## src/rtl/frma_pkg.sv

```systemverilog
// frame rate moving average: shared constants, widths and controller/datapath structs
// no dependencies; imported by frma_ctrl, frma_dpath and frame_rate_moving_average
`default_nettype none

package frma_pkg;

	// ring depth and timestamp width
	localparam int MAX_WINDOW = 64;
	localparam int STAMP_BITS = 32;

	// configuration field widths and reset values
	localparam int WIN_CFG_W = 7;
	localparam int TPS_W     = 32;
	localparam logic [WIN_CFG_W-1:0] WINDOW_RESET = WIN_CFG_W'(10);
	localparam logic [TPS_W-1:0]     TPS_RESET    = TPS_W'(1000);

	// register indexes on the configuration port
	localparam int CFG_IDX_W = 2;
	localparam logic [CFG_IDX_W-1:0] REG_WINDOW_SIZE = CFG_IDX_W'(0);
	localparam logic [CFG_IDX_W-1:0] REG_TICKS_PER_SEC = CFG_IDX_W'(1);

	// derived widths
	localparam int RING_AW   = $clog2(MAX_WINDOW);
	localparam int WIN_N_W   = $clog2(MAX_WINDOW + 1);
	localparam int TOTAL_W   = STAMP_BITS + RING_AW;
	localparam int FRAC_BITS = 8;
	localparam int PROD_W    = TPS_W + WIN_N_W;
	localparam int NUM_W     = PROD_W + FRAC_BITS;
	localparam int CNT_W     = $clog2(NUM_W + 1);
	localparam int RATE_W    = 24;
	localparam int IVL_W     = 32;

	// controller to datapath
	typedef struct packed {
		logic capture;    // take timestamp, form interval
		logic read;       // read ring slot, form ticks * window
		logic update;     // write ring, update total, load divider
		logic div_step;   // one restoring division step
		logic load_out;   // fill output register
		logic rate_ok;    // result carries a computed rate
	} cmd_t;

	// datapath to controller
	typedef struct packed {
		logic baseline_seen;
		logic interval_zero;
	} status_t;

endpackage

`default_nettype wire

```

## src/rtl/frma_ctrl.sv

```systemverilog
// frame rate moving average: sequencing state machine and output word handshake
// depends on frma_pkg
`default_nettype none

module frma_ctrl
	import frma_pkg::*;
(
	input  wire logic    clk,
	input  wire logic    arst_n,
	input  wire logic    in_valid,
	output logic         in_ready,
	output logic         out_valid,
	input  wire logic    out_ready,
	input  wire status_t status,
	output cmd_t         cmd
);

	localparam logic [2:0] ST_IDLE   = 3'd0;
	localparam logic [2:0] ST_READ   = 3'd1;
	localparam logic [2:0] ST_UPDATE = 3'd2;
	localparam logic [2:0] ST_DIV    = 3'd3;
	localparam logic [2:0] ST_DONE   = 3'd4;

	logic [2:0]       state_q;
	logic [CNT_W-1:0] cnt_q;
	logic             rate_ok_q;
	logic             full_q;
	logic             in_fire;
	logic             out_free;

	assign in_ready  = (state_q == ST_IDLE);
	assign in_fire   = in_valid && in_ready;
	assign out_valid = full_q;
	assign out_free  = !full_q || out_ready;

	always_comb begin
		cmd          = '0;
		cmd.capture  = in_fire;
		cmd.read     = (state_q == ST_READ);
		cmd.update   = (state_q == ST_UPDATE);
		cmd.div_step = (state_q == ST_DIV);
		cmd.load_out = (state_q == ST_DONE) && out_free;
		cmd.rate_ok  = rate_ok_q;
	end

	always_ff @(posedge clk or negedge arst_n) begin
		if (!arst_n) begin
			state_q   <= ST_IDLE;
			cnt_q     <= '0;
			rate_ok_q <= 1'b0;
			full_q    <= 1'b0;
		end else begin
			if (cmd.load_out) begin
				full_q <= 1'b1;
			end else if (out_ready) begin
				full_q <= 1'b0;
			end
			unique case (state_q)
				ST_IDLE: begin
					if (in_fire) begin
						rate_ok_q <= 1'b0;
						state_q   <= status.baseline_seen ? ST_READ : ST_DONE;
					end
				end
				ST_READ: begin
					if (status.interval_zero) begin
						state_q <= ST_DONE;
					end else begin
						rate_ok_q <= 1'b1;
						state_q   <= ST_UPDATE;
					end
				end
				ST_UPDATE: begin
					cnt_q   <= CNT_W'(NUM_W);
					state_q <= ST_DIV;
				end
				ST_DIV: begin
					cnt_q <= cnt_q - CNT_W'(1);
					if (cnt_q == CNT_W'(1)) begin
						state_q <= ST_DONE;
					end
				end
				ST_DONE: begin
					if (out_free) begin
						state_q <= ST_IDLE;
					end
				end
				default: begin
					state_q <= ST_IDLE;
				end
			endcase
		end
	end

	// divider never steps with an exhausted count
	a_div_cnt: assert property (@(posedge clk) disable iff (!arst_n)
		state_q == ST_DIV |-> cnt_q != '0)
		else $error("divider stepping with zero count");

	// a word is never loaded over one that is neither free nor being taken
	a_out_free: assert property (@(posedge clk) disable iff (!arst_n)
		cmd.load_out |-> (!full_q || out_ready))
		else $error("output register overwritten");

	// an accepted word goes to the ring read or straight to the result
	a_accept_next: assert property (@(posedge clk) disable iff (!arst_n)
		in_fire |=> (state_q == ST_READ || state_q == ST_DONE))
		else $error("bad state after accept");

	// a computed rate only follows a full division
	a_rate_path: assert property (@(posedge clk) disable iff (!arst_n)
		(state_q == ST_DONE && rate_ok_q && $past(state_q) != ST_DONE)
			|-> $past(state_q) == ST_DIV)
		else $error("rate result without division");

endmodule

`default_nettype wire

```

## src/rtl/frma_dpath.sv

```systemverilog
// frame rate moving average: interval ring, running total, bit-serial divider, result register
// depends on frma_pkg; driven by frma_ctrl commands
`default_nettype none

module frma_dpath
	import frma_pkg::*;
(
	input  wire logic                  clk,
	input  wire logic                  arst_n,
	input  wire cmd_t                  cmd,
	input  wire logic [STAMP_BITS-1:0] stamp,
	input  wire logic                  wr_window,
	input  wire logic                  wr_tps,
	input  wire logic [TPS_W-1:0]      cfg_value,
	output status_t                    status,
	output logic [RATE_W-1:0]          frame_rate,
	output logic [IVL_W-1:0]           interval_ticks,
	output logic                       rate_valid
);

	// configuration
	logic [WIN_CFG_W-1:0] window_q;
	logic [TPS_W-1:0]     tps_q;

	// state
	logic [STAMP_BITS-1:0] last_q;
	logic                  baseline_q;
	logic [RING_AW-1:0]    pos_q;
	logic [TOTAL_W-1:0]    total_q;
	logic [MAX_WINDOW-1:0] valid_q;
	logic [STAMP_BITS-1:0] ring_mem [MAX_WINDOW];

	// working registers
	logic [STAMP_BITS-1:0] interval_q;
	logic [STAMP_BITS-1:0] rd_q;
	logic                  rdv_q;
	logic [PROD_W-1:0]     prod_q;
	logic [TOTAL_W-1:0]    rem_q;
	logic [NUM_W-1:0]      dvd_q;

	// result register
	logic [RATE_W-1:0] rate_out_q;
	logic [IVL_W-1:0]  ivl_out_q;
	logic              rv_out_q;

	logic [WIN_N_W-1:0]    n_eff;
	logic [RING_AW-1:0]    pos_use;
	logic                  pos_wrap;
	logic [STAMP_BITS-1:0] old_ivl;
	logic [TOTAL_W:0]      rem_sh;
	logic [TOTAL_W:0]      rem_diff;
	logic                  qbit;
	logic [RATE_W-1:0]     rate_sat;

	// window clamped to 1..MAX_WINDOW
	always_comb begin
		if (window_q == '0) begin
			n_eff = WIN_N_W'(1);
		end else if (int'(window_q) > MAX_WINDOW) begin
			n_eff = WIN_N_W'(MAX_WINDOW);
		end else begin
			n_eff = WIN_N_W'(window_q);
		end
	end

	assign pos_use  = (WIN_N_W'(pos_q) >= n_eff) ? '0 : pos_q;
	assign pos_wrap = (WIN_N_W'(pos_use) + WIN_N_W'(1)) >= n_eff;
	assign old_ivl  = rdv_q ? rd_q : '0;

	// restoring division step, remainder stays below the divisor
	assign rem_sh   = {rem_q, dvd_q[NUM_W-1]};
	assign rem_diff = rem_sh - {1'b0, total_q};
	assign qbit     = !rem_diff[TOTAL_W];

	assign rate_sat = (|dvd_q[NUM_W-1:RATE_W]) ? {RATE_W{1'b1}} : dvd_q[RATE_W-1:0];

	assign status.baseline_seen = baseline_q;
	assign status.interval_zero = (interval_q == '0);

	assign frame_rate     = rate_out_q;
	assign interval_ticks = ivl_out_q;
	assign rate_valid     = rv_out_q;

	always_ff @(posedge clk or negedge arst_n) begin
		if (!arst_n) begin
			window_q   <= WINDOW_RESET;
			tps_q      <= TPS_RESET;
			last_q     <= '0;
			baseline_q <= 1'b0;
			pos_q      <= '0;
			total_q    <= '0;
			valid_q    <= '0;
		end else begin
			if (wr_tps) begin
				tps_q <= cfg_value;
			end
			if (wr_window) begin
				window_q <= cfg_value[WIN_CFG_W-1:0];
				pos_q    <= '0;
				total_q  <= '0;
				valid_q  <= '0;
			end else if (cmd.update) begin
				total_q          <= total_q - TOTAL_W'(old_ivl) + TOTAL_W'(interval_q);
				valid_q[pos_use] <= 1'b1;
				pos_q            <= pos_wrap ? '0 : RING_AW'(pos_use + RING_AW'(1));
			end
			if (cmd.capture) begin
				last_q     <= stamp;
				baseline_q <= 1'b1;
			end
		end
	end

	// ring storage, one write or one read per cycle
	always_ff @(posedge clk) begin
		if (cmd.update) begin
			ring_mem[pos_use] <= interval_q;
		end
		if (cmd.read) begin
			rd_q <= ring_mem[pos_use];
		end
	end

	always_ff @(posedge clk) begin
		if (cmd.capture) begin
			interval_q <= baseline_q ? (stamp - last_q) : '0;
		end
		if (cmd.read) begin
			rdv_q  <= valid_q[pos_use];
			prod_q <= {{WIN_N_W{1'b0}}, tps_q} * {{TPS_W{1'b0}}, n_eff};
		end
		if (cmd.update) begin
			rem_q <= '0;
			dvd_q <= {prod_q, {FRAC_BITS{1'b0}}};
		end else if (cmd.div_step) begin
			rem_q <= qbit ? rem_diff[TOTAL_W-1:0] : rem_sh[TOTAL_W-1:0];
			dvd_q <= {dvd_q[NUM_W-2:0], qbit};
		end
		if (cmd.load_out) begin
			rate_out_q <= (cmd.rate_ok && total_q != '0) ? rate_sat : '0;
			ivl_out_q  <= IVL_W'(interval_q);
			rv_out_q   <= cmd.rate_ok;
		end
	end

endmodule

`default_nettype wire

```

## src/rtl/frame_rate_moving_average.sv

```systemverilog
// frame rate moving average: top level, configuration decode, controller and datapath
// depends on frma_pkg, frma_ctrl and frma_dpath
//
// Frame rate meter. Each input word is a frame mark with a free-running tick
// timestamp; each produces exactly one output word. The first mark after reset
// only sets the baseline (all result fields zero). Later marks give the wrapping
// tick interval, push it into a ring of the last window_size intervals with a
// running total, and report frames per second = ticks_per_second * window /
// total in unsigned 16.8 fixed point, truncated and saturated at 0xFFFFFF.
// A zero interval reports rate 0 with rate_valid low and leaves the window
// alone. Slots not yet filled since the window was cleared count as zero.
// Writing window_size clears the ring, position and total at once (per-slot
// valid bits, no clearing pass); ticks_per_second takes effect immediately.
// Sequence: a baseline word goes from acceptance straight to the result load,
// a zero-interval word reads the ring slot first, and a rate word reads the
// ring, updates ring and total and runs the 47 steps of the one-bit-per-cycle
// restoring divider (numerator 47 bits wide). Loads wait for a free output register;
// the input is ready the cycle after a load. One word is in flight at a time;
// the next input is accepted as soon as the result sits in the output register,
// even if the sink has not taken it yet. Configuration writes are always
// accepted and must only be issued while no word is in work.
`default_nettype none

module frame_rate_moving_average
	import frma_pkg::*;
(
	input  wire logic                  clk,
	input  wire logic                  arst_n,
	// frame marks
	input  wire logic                  s_axis_tvalid,
	output logic                       s_axis_tready,
	input  wire logic [31:0]           s_axis_tdata,   // [31:0] timestamp
	// results
	output logic                       m_axis_tvalid,
	input  wire logic                  m_axis_tready,
	output logic [55:0]                m_axis_tdata,   // [23:0] frame_rate, [55:24] interval_ticks
	output logic                       m_axis_tuser,   // [0] rate_valid
	// register writes
	input  wire logic                  cfg_valid,
	output logic                       cfg_ready,
	input  wire logic [CFG_IDX_W-1:0]  cfg_index,
	input  wire logic [TPS_W-1:0]      cfg_data
);

	cmd_t              cmd;
	status_t           status;
	logic              cfg_fire;
	logic [RATE_W-1:0] frame_rate;
	logic [IVL_W-1:0]  interval_ticks;
	logic              rate_valid;

	// register writes are always accepted; unknown indexes are dropped
	assign cfg_ready = 1'b1;
	assign cfg_fire  = cfg_valid && cfg_ready;

	frma_ctrl u_ctrl (
		.clk       (clk),
		.arst_n    (arst_n),
		.in_valid  (s_axis_tvalid),
		.in_ready  (s_axis_tready),
		.out_valid (m_axis_tvalid),
		.out_ready (m_axis_tready),
		.status    (status),
		.cmd       (cmd)
	);

	frma_dpath u_dpath (
		.clk            (clk),
		.arst_n         (arst_n),
		.cmd            (cmd),
		.stamp          (s_axis_tdata[STAMP_BITS-1:0]),
		.wr_window      (cfg_fire && cfg_index == REG_WINDOW_SIZE),
		.wr_tps         (cfg_fire && cfg_index == REG_TICKS_PER_SEC),
		.cfg_value      (cfg_data),
		.status         (status),
		.frame_rate     (frame_rate),
		.interval_ticks (interval_ticks),
		.rate_valid     (rate_valid)
	);

	// output word packing, first field lowest
	assign m_axis_tdata = {interval_ticks, frame_rate};
	assign m_axis_tuser = rate_valid;

endmodule

`default_nettype wire
```

## config.mk

```make
export PLATFORM = sky130hd
export DESIGN_NAME = frame_rate_moving_average
export DESIGN_NICKNAME = d
export VERILOG_FILES = /design/src/rtl/frma_pkg.sv /design/src/rtl/frma_ctrl.sv /design/src/rtl/frma_dpath.sv /design/src/rtl/frame_rate_moving_average.sv
export SDC_FILE = /design/constraint.sdc
export NUM_CORES = 2
export LEC_CHECK = 0
export ABC_CLOCK_PERIOD_IN_PS = 8500
export BUFFER_PORTS_ARGS = -buffer_cell sky130_fd_sc_hd__buf_2
export CELL_PAD_IN_SITES_DETAIL_PLACEMENT = 1
export CELL_PAD_IN_SITES_GLOBAL_PLACEMENT = 1
export CORE_MARGIN = 2
export CORE_UTILIZATION = 55
export CTS_BUF_LIST = sky130_fd_sc_hd__clkbuf_8
export CTS_CLUSTER_SIZE = 10
export DETAILED_ROUTE_END_ITERATION = 12
export PLACE_DENSITY_LB_ADDON = 0.1
export SYNTH_ARGS = -nofsm -noshare
export SYNTH_HDL_FRONTEND = slang
export SYNTH_SLANG_ARGS = --single-unit
```

## constraint.sdc

```tcl
create_clock -name clk -period 8.5 [get_ports clk]
set_clock_uncertainty 0.15 [all_clocks]
set_input_delay 1.275 -clock clk [delete_from_list [all_inputs] [get_ports clk]]
set_output_delay 1.275 -clock clk [all_outputs]
set_load 0.1 [all_outputs]
```

==> Word-level counts from Yosys, hierarchy flattened <==
Memory sizes are Yosys's and may differ from the RTL's. A register that Yosys moved wholly into a read port is not among the register bits.
Index checks and enable logic that the tools add are counted.
{ "word_totals": {"register_bits": 405, "ram_bits": 2048, "output_inout_bits": 60, "elab_cells": 99, "memories": 1} }
{ "mem_list": {"columns": ["name", "depth", "word_bits", "rd", "rd_clocked_by_memory_dff", "write_ports", "line_no", "rtl"], "rows": [
  ["u_dpath.ring_mem", 64, 32, 1, 1, 1, "frma_dpath.sv:31", "logic [STAMP_BITS-1:0] ring_mem [MAX_WINDOW];"]
]} }
{ "op_classes": {"add_sub_neg": 7, "multipliers": 1, "magnitude_cmp": 5, "eq_ne": 10, "n_mux": 33, "bitwise": 1, "n_reduce_logical": 21} }
{ "ops": {"columns": ["op", "count"], "rows": [
  ["$mux 64", 2],
  ["$mux 38", 3],
  ["$mux 47", 2],
  ["$or 64x64->64", 1],
  ["$mul 32x7->39", 1],
  ["$sub 39x38->39", 1],
  ["$add 38x32->38", 1],
  ["$reduce_bool 38->1", 1],
  ["$sub 38x32->38", 1],
  ["$logic_not 32->1", 1],
  ["$mux 32", 1],
  ["$sub 32x32->32", 1],
  ["$mux 24", 1],
  ["$mux 6", 4],
  ["$reduce_or 23->1", 1],
  ["$mux 3", 5],
  ["$pmux 3 s5", 1],
  ["$mux 7", 2],
  ["$pmux 6 s2", 1],
  ["$mux 1", 8],
  ["$reduce_bool 2->1", 4],
  ["$add 6x1->7 const B", 1],
  ["$ge 6x7->1", 1],
  ["$ge 7x7->1", 1],
  ["22 further kinds", 32]
]} }

==> Longest topological paths before layout <==
{ "logic_depth": {"ltp_word": 12, "ltp_mapped": 28, "mapped_depth_nobuf": 21} }

==> Cells and area by module <==
Synthesis repeated with hierarchy kept, for this count alone.
{ "unflattened": {"cells_unflattened": 7149, "hier_area_um2": 105473.7} }
{ "modules_own_cells": {"columns": ["module", "instances", "cells_per_inst", "area_per_inst_um2"], "rows": [
  ["frma_dpath", 1, 7066, 104789.3],
  ["frma_ctrl", 1, 79, 651.9],
  ["frame_rate_moving_average", 1, 4, 32.5]
]} }

==> Worst setup path after synthesis <==
OpenSTA, ideal clock, no wires.
{ "synth_timing": {"path_type": "register to register", "from": "register u_ctrl.state_q[0]", "to": "register u_dpath.prod_q[0], enable pin", "setup_ns": 0.606, "arrival_time_ns": 6.610, "slack_ns": 1.134, "stages_incl_launch_ff": 5, "path_cell_list": "dfrtp_1 clkbuf_1 clkbuf_1 clkbuf_1 nor3b_1"} }
{ "synth_rtl": {"columns": ["item", "line_no", "rtl"], "rows": [
  ["start: declaration", "frma_ctrl.sv:24", "logic [2:0] state_q;"],
  ["start signal: assignment", "frma_ctrl.sv:62", "state_q <= status.baseline_seen ? ST_READ : ST_DONE;"],
  ["end signal: assignment", "frma_dpath.sv:130", "prod_q <= {{WIN_N_W{1'b0}}, tps_q} * {{TPS_W{1'b0}}, n_eff};"],
  ["end: declaration", "frma_dpath.sv:37", "logic [PROD_W-1:0] prod_q;"]
]} }

==> Final worst setup path <==
{ "layout_timing": {"from": "register u_dpath.window_q[6]", "to": "register u_dpath.prod_q[36] (data pin)"} }
{ "layout_via": {"elab_chain_cells": 4, "word_cells_on_any_way": 5, "cone_classes": "mul (1); order compare (1); mux (2); reduce/logical (1)"} }
{ "layout_lines": {"columns": ["item", "line_no", "rtl"], "rows": [
  ["start: declaration", "frma_dpath.sv:22", "logic [WIN_CFG_W-1:0] window_q;"],
  ["start signal: assignment", "frma_dpath.sv:98", "window_q <= cfg_value[WIN_CFG_W-1:0];"],
  ["$gt 7x7->1", "frma_dpath.sv:59", "end else if (int'(window_q) > MAX_WINDOW) begin"],
  ["$mux 7", "frma_dpath.sv:59", null],
  ["$mux 7 (*)", "frma_dpath.sv:57", "if (window_q == '0) begin"],
  ["$mul 32x7->39 (*)", "frma_dpath.sv:130", null]
]} }
Mark *: on every way between the ends. The rest lies on a longest branch, timed or not.
A chain may end at the register's enable or synchronous reset.

==> flow_summary_export.csv <==
group,metric,value,unit
floorplanning,die_area,196000,µm²
layout,synthToLayoutAreaGrowth,12.0,%
placed_design,gp_congestion,0.915,
sta,min_period,7.09,ns
pwr,power_density,232,nW/µm²
global_route,grt_max_degree,112,
floorplanning,io_pins,131,
critical_path,cp-start-kind,"flip-flop",
placed_design,port_buffers,129,
critical_path,critPathMaxFanout,26,
global_route,grt_pass1_vias,73100,
layout,drive_above_1_share,13.2,%
critical_path,cp_top_family,"adder cells",
critical_path,critical_path_arrival,7.76,ns
floorplanning,die_x,443,µm
sta,hold_ws,0.264,ns
flow_run,max-cap-violations,1,
drt,dr.pass1.iters,6,
synthesis,postSynthNetCount,7880,
critical_path,r2r-start,"u_dpath.window_q[6]$_DFFE_PN0P_",
drt,drt-vias-per-instance,6.60,
sta,rsz0062_at_grt,"no",
floorplanning,initial_core_util,55.2,%
hold_path,hold_end,"u_dpath.last_q[14]$_DFFE_PN0P_",
cts,postCtsSetupRepairBufs,0,
placed_design,hpwl,220000,µm
synthesis,synth_area_leaders,"edfxtp_1 64%, dfrtp_1 4.3%, fa_1 3.5%",
critical_path,rr_worst_depth,21,
hold_path,hp-class,"in -> reg",
outcome,violations,"max-capacitance violations, max-slew violations",
layout,layout_common_cells,"2248 x edfxtp_1, 657 x nand2_1, 485 x inv_1, 464 x a22oi_1, 433 x clkbuf_8",
floorplanning,core,192000,µm²
floorplanning,rows,161,
critical_path,worst_r2r_endpoint,"u_dpath.prod_q[36]$_DFFE_PP_",
drt,vias,70700,
critical_path,cp_slowest_cell,"dfrtp_1",
critical_path,required,9.17,ns
global_route,antenna_found_initial,30,
cts,cts-htree-levels,5,
sta,setup_violations,0,
critical_path,cp_cell_sequence,"buf_4 -> nor2b_2 -> nand2_1 -> fa_1 -> fa_1 -> inv_1 -> fa_1 -> inv_1 -> fa_1 -> inv_1 -> ha_1 -> o21a_1 -> a21boi_2 -> o2111ai_1 -> o21ai_0 -> o31ai_1 -> a21oi_1 -> a31oi_1 -> or3b_2 -> o21ai_0 -> xor2_1",
synthesis,postSynthCellCount,7443,
floorplanning,die_h,443,µm
sta,worstMarginPinSlew,1.52,ns
outcome,status,"finished, violations left",
drt,drc,0,
sta,period_share,83.4,%
pwr,p_leak,46.9,nW
global_route,grt_pass1_wl,509000,µm
hold_path,worstHoldStart,"s_axis_tdata[14]",
cts,clkSinkCount,2485,
layout,final_common_cell,"edfxtp_1",
synthesis,ys_seq_area_share,69.1,%
layout,nets,8290,
cts,cts_buffers,415,
synthesis,synth_top_area_share,63.7,%
synthesis,yosysWarnings,0,
critical_path,crit_buf_inv,4,
critical_path,worstSetupEndpointType,"flip-flop",
synthesis,synth-seq-cells,2485,
hold_path,min_delay_path_depth,3,
global_route,gr-total-overflow,0,
placed_design,dpl.cell_count,9960,
layout,layout.cells.non_filler,10700,
synthesis,async_reset_ff_share,7.69,%
synthesis,yosysTopAreaCell,"edfxtp_1",
pwr,peakVddDrop,172,µV
cts,clk_pin_slew,0.06,ns
drt,avgRoutedWirePerCell,33.1,µm
sta,relSlewSlack,-2.10,%
placed_design,post_dp_cell_area,111000,µm²
sta,slew_viol_final,2,
sta,hold_viol_final,0,
cts,cts.path.max_buffers,4,
drt,drtIter0Drc,9287,
synthesis,synthDistinctLibCells,81,
cts,clock-root-buffer,"clkbuf_8",
critical_path,cpMostUsedCell,"fa_1",
critical_path,path_class,"reg -> reg",
drt,antenna_left,0,
synthesis,synth.avg_cell_area,14.2,µm²
synthesis,synth_area,106000,µm²
synthesis,synth-edff-count,2248,
layout,fin_area,119000,µm²
critical_path,r2r_setup_slack,1.41,ns
sta,fmax,141,MHz
sta,tns,0,ns
cts,cts_tree,"done",
synthesis,synth_flop_cell,"edfxtp_1",
global_route,track_usage,35.8,%
critical_path,critPathMaxStageDelay,0.58,ns
drt,wl,354000,µm
cts,clk_latency,1.13,ns
==> registers in the layout, indices dropped and copies added, names as in the netlist <==
signal	cells
u_dpath.pos_q	6
u_dpath.valid_q	64
u_ctrl.out_valid	1
u_dpath.baseline_q	1
u_dpath.interval_ticks	32
u_dpath.tps_q	32
u_dpath.ring_mem	2048
u_dpath.last_q	32
u_dpath.frame_rate	24
u_dpath.rd_q	32
u_ctrl.cnt_q	6
u_dpath.window_q	7
u_dpath.rate_valid	1
u_dpath.interval_q	32
u_dpath.dvd_q	47
u_ctrl.state_q	3
u_dpath.rem_q	38
u_dpath.prod_q	39
u_dpath.total_q	38
u_ctrl.rate_ok_q	1
u_dpath.rdv_q	1
==> report_power, final <==
group | internal, W | leakage (nW) | switching, W
clock network | 0.00490 | 4.30 | 0.00482
registers | 0.0135 | 28.6 | 0.000244
logic | 0.00171 | 14.0 | 0.00242
==> metrics by stage <==
step                utilization (%)  setup slack (ns)  power (W)
finish                         61.8              1.41     0.0276
global placement               57.9              1.34     0.0180
detailed placement             57.9              1.44     0.0181
CTS                            61.8              1.45     0.0277
floorplan                         -              1.13     0.0170
global route                   61.8             0.942     0.0287
==> kinds of logic (layout without fill, tap and decap cells) <==
family,count (synthesis),count (layout),synth area share [%]
other,1,16,0.00354
multiplexers,249,249,2.41
flip-flops,2485,2485,69.1
AO/OA/AOI/OAI,1856,1856,12.0
adder cells (fa/ha/maj),366,366,5.62
XOR/XNOR,113,113,0.934
AND/OR/NAND/NOR,1632,1632,7.26
buffers and inverters,741,1471,2.68
==> worst max path at each step <==
stage | to | cells after the start | from | slack [ns]
floorplan | u_dpath.prod_q[0]$_DFFE_PP_ | 4 | u_ctrl.state_q[0]$_DFFE_PN0P_ | 1.13
global placement | u_dpath.rd_q[20]$_DFFE_PP_ | 14 | u_dpath.window_q[6]$_DFFE_PN0P_ | 1.34
detailed placement | u_dpath.prod_q[36]$_DFFE_PP_ | 21 | u_dpath.window_q[6]$_DFFE_PN0P_ | 1.44
CTS | u_dpath.prod_q[36]$_DFFE_PP_ | 21 | u_dpath.window_q[6]$_DFFE_PN0P_ | 1.45
global route | u_dpath.prod_q[36]$_DFFE_PP_ | 21 | u_dpath.window_q[6]$_DFFE_PN0P_ | 0.94
finish | u_dpath.prod_q[36]$_DFFE_PP_ | 21 | u_dpath.window_q[6]$_DFFE_PN0P_ | 1.41
==> cell usage after synthesis (7+ instances only) <==
cell type,n
nor2b_1,28
o21ai_0,168
fa_1,183
a21oi_1,422
buf_1,39
nand3b_1,7
o21ai_1,7
and3_1,12
a21o_1,74
or4_1,30
dfstp_2,8
o41ai_1,32
nand2b_1,42
a211o_1,10
dfrtp_1,183
nand3_1,94
edfxtp_1,2248
a222oi_1,8
o22ai_1,71
a22o_1,132
o211ai_1,16
o31ai_1,11
nand4_1,50
mux2i_1,204
a31oi_1,125
nor2_1,305
nor4_1,61
xnor2_1,66
mux2_2,45
o21bai_1,16
a22oi_1,464
a211oi_1,16
nand2_1,660
or3_1,12
buf_2,45
a221oi_1,139
dfxtp_1,46
ha_1,183
inv_1,346
and2_1,236
nor3_1,65
clkbuf_1,309
xor2_1,47
o21a_1,86
==> per-layer routing <==
metal	global-route usage [%]	routed length [µm]
met5	0	80
met4	15.3	16700
met3	7.39	35500
met2	57.1	166000
met1	47.9	136000
==> final cells by class <==
cell class,count,area (µm²)
Antenna cell,15,37.5
Multi-Input combinational cell,4217,30700
Clock buffer,433,5960
Inverter,347,1310
Sequential cell,2485,73200
Fill cell,18000,73300
Timing Repair Buffer,387,2870
Tap cell,2526,3160
Clock inverter,304,1430
==> worst register-to-register path, delay by kind of cell, from the launching register on <==
| family | cells | cell delay (ns) |
|---|---|---|
| AOI/OAI and AO/OA | 8 | 2.06 |
| xor gates and xnor gates | 1 | 0.10 |
| adders and majority gates | 5 | 2.24 |
| buffers and inverters | 4 | 0.49 |
| DFF | 1 | 0.58 |
| and+or+nand+nor | 3 | 1.25 |
==> what timing repair did <==
action | 4_1_cts | 5_1_grt
hold buffers | 1 | 0
endpoints found under the setup margin | 0 | 0
gates resized for setup | 0 | 0
hold endpoints to repair | 22 | 0
Note: power is estimated with default switching activity, not from simulation.
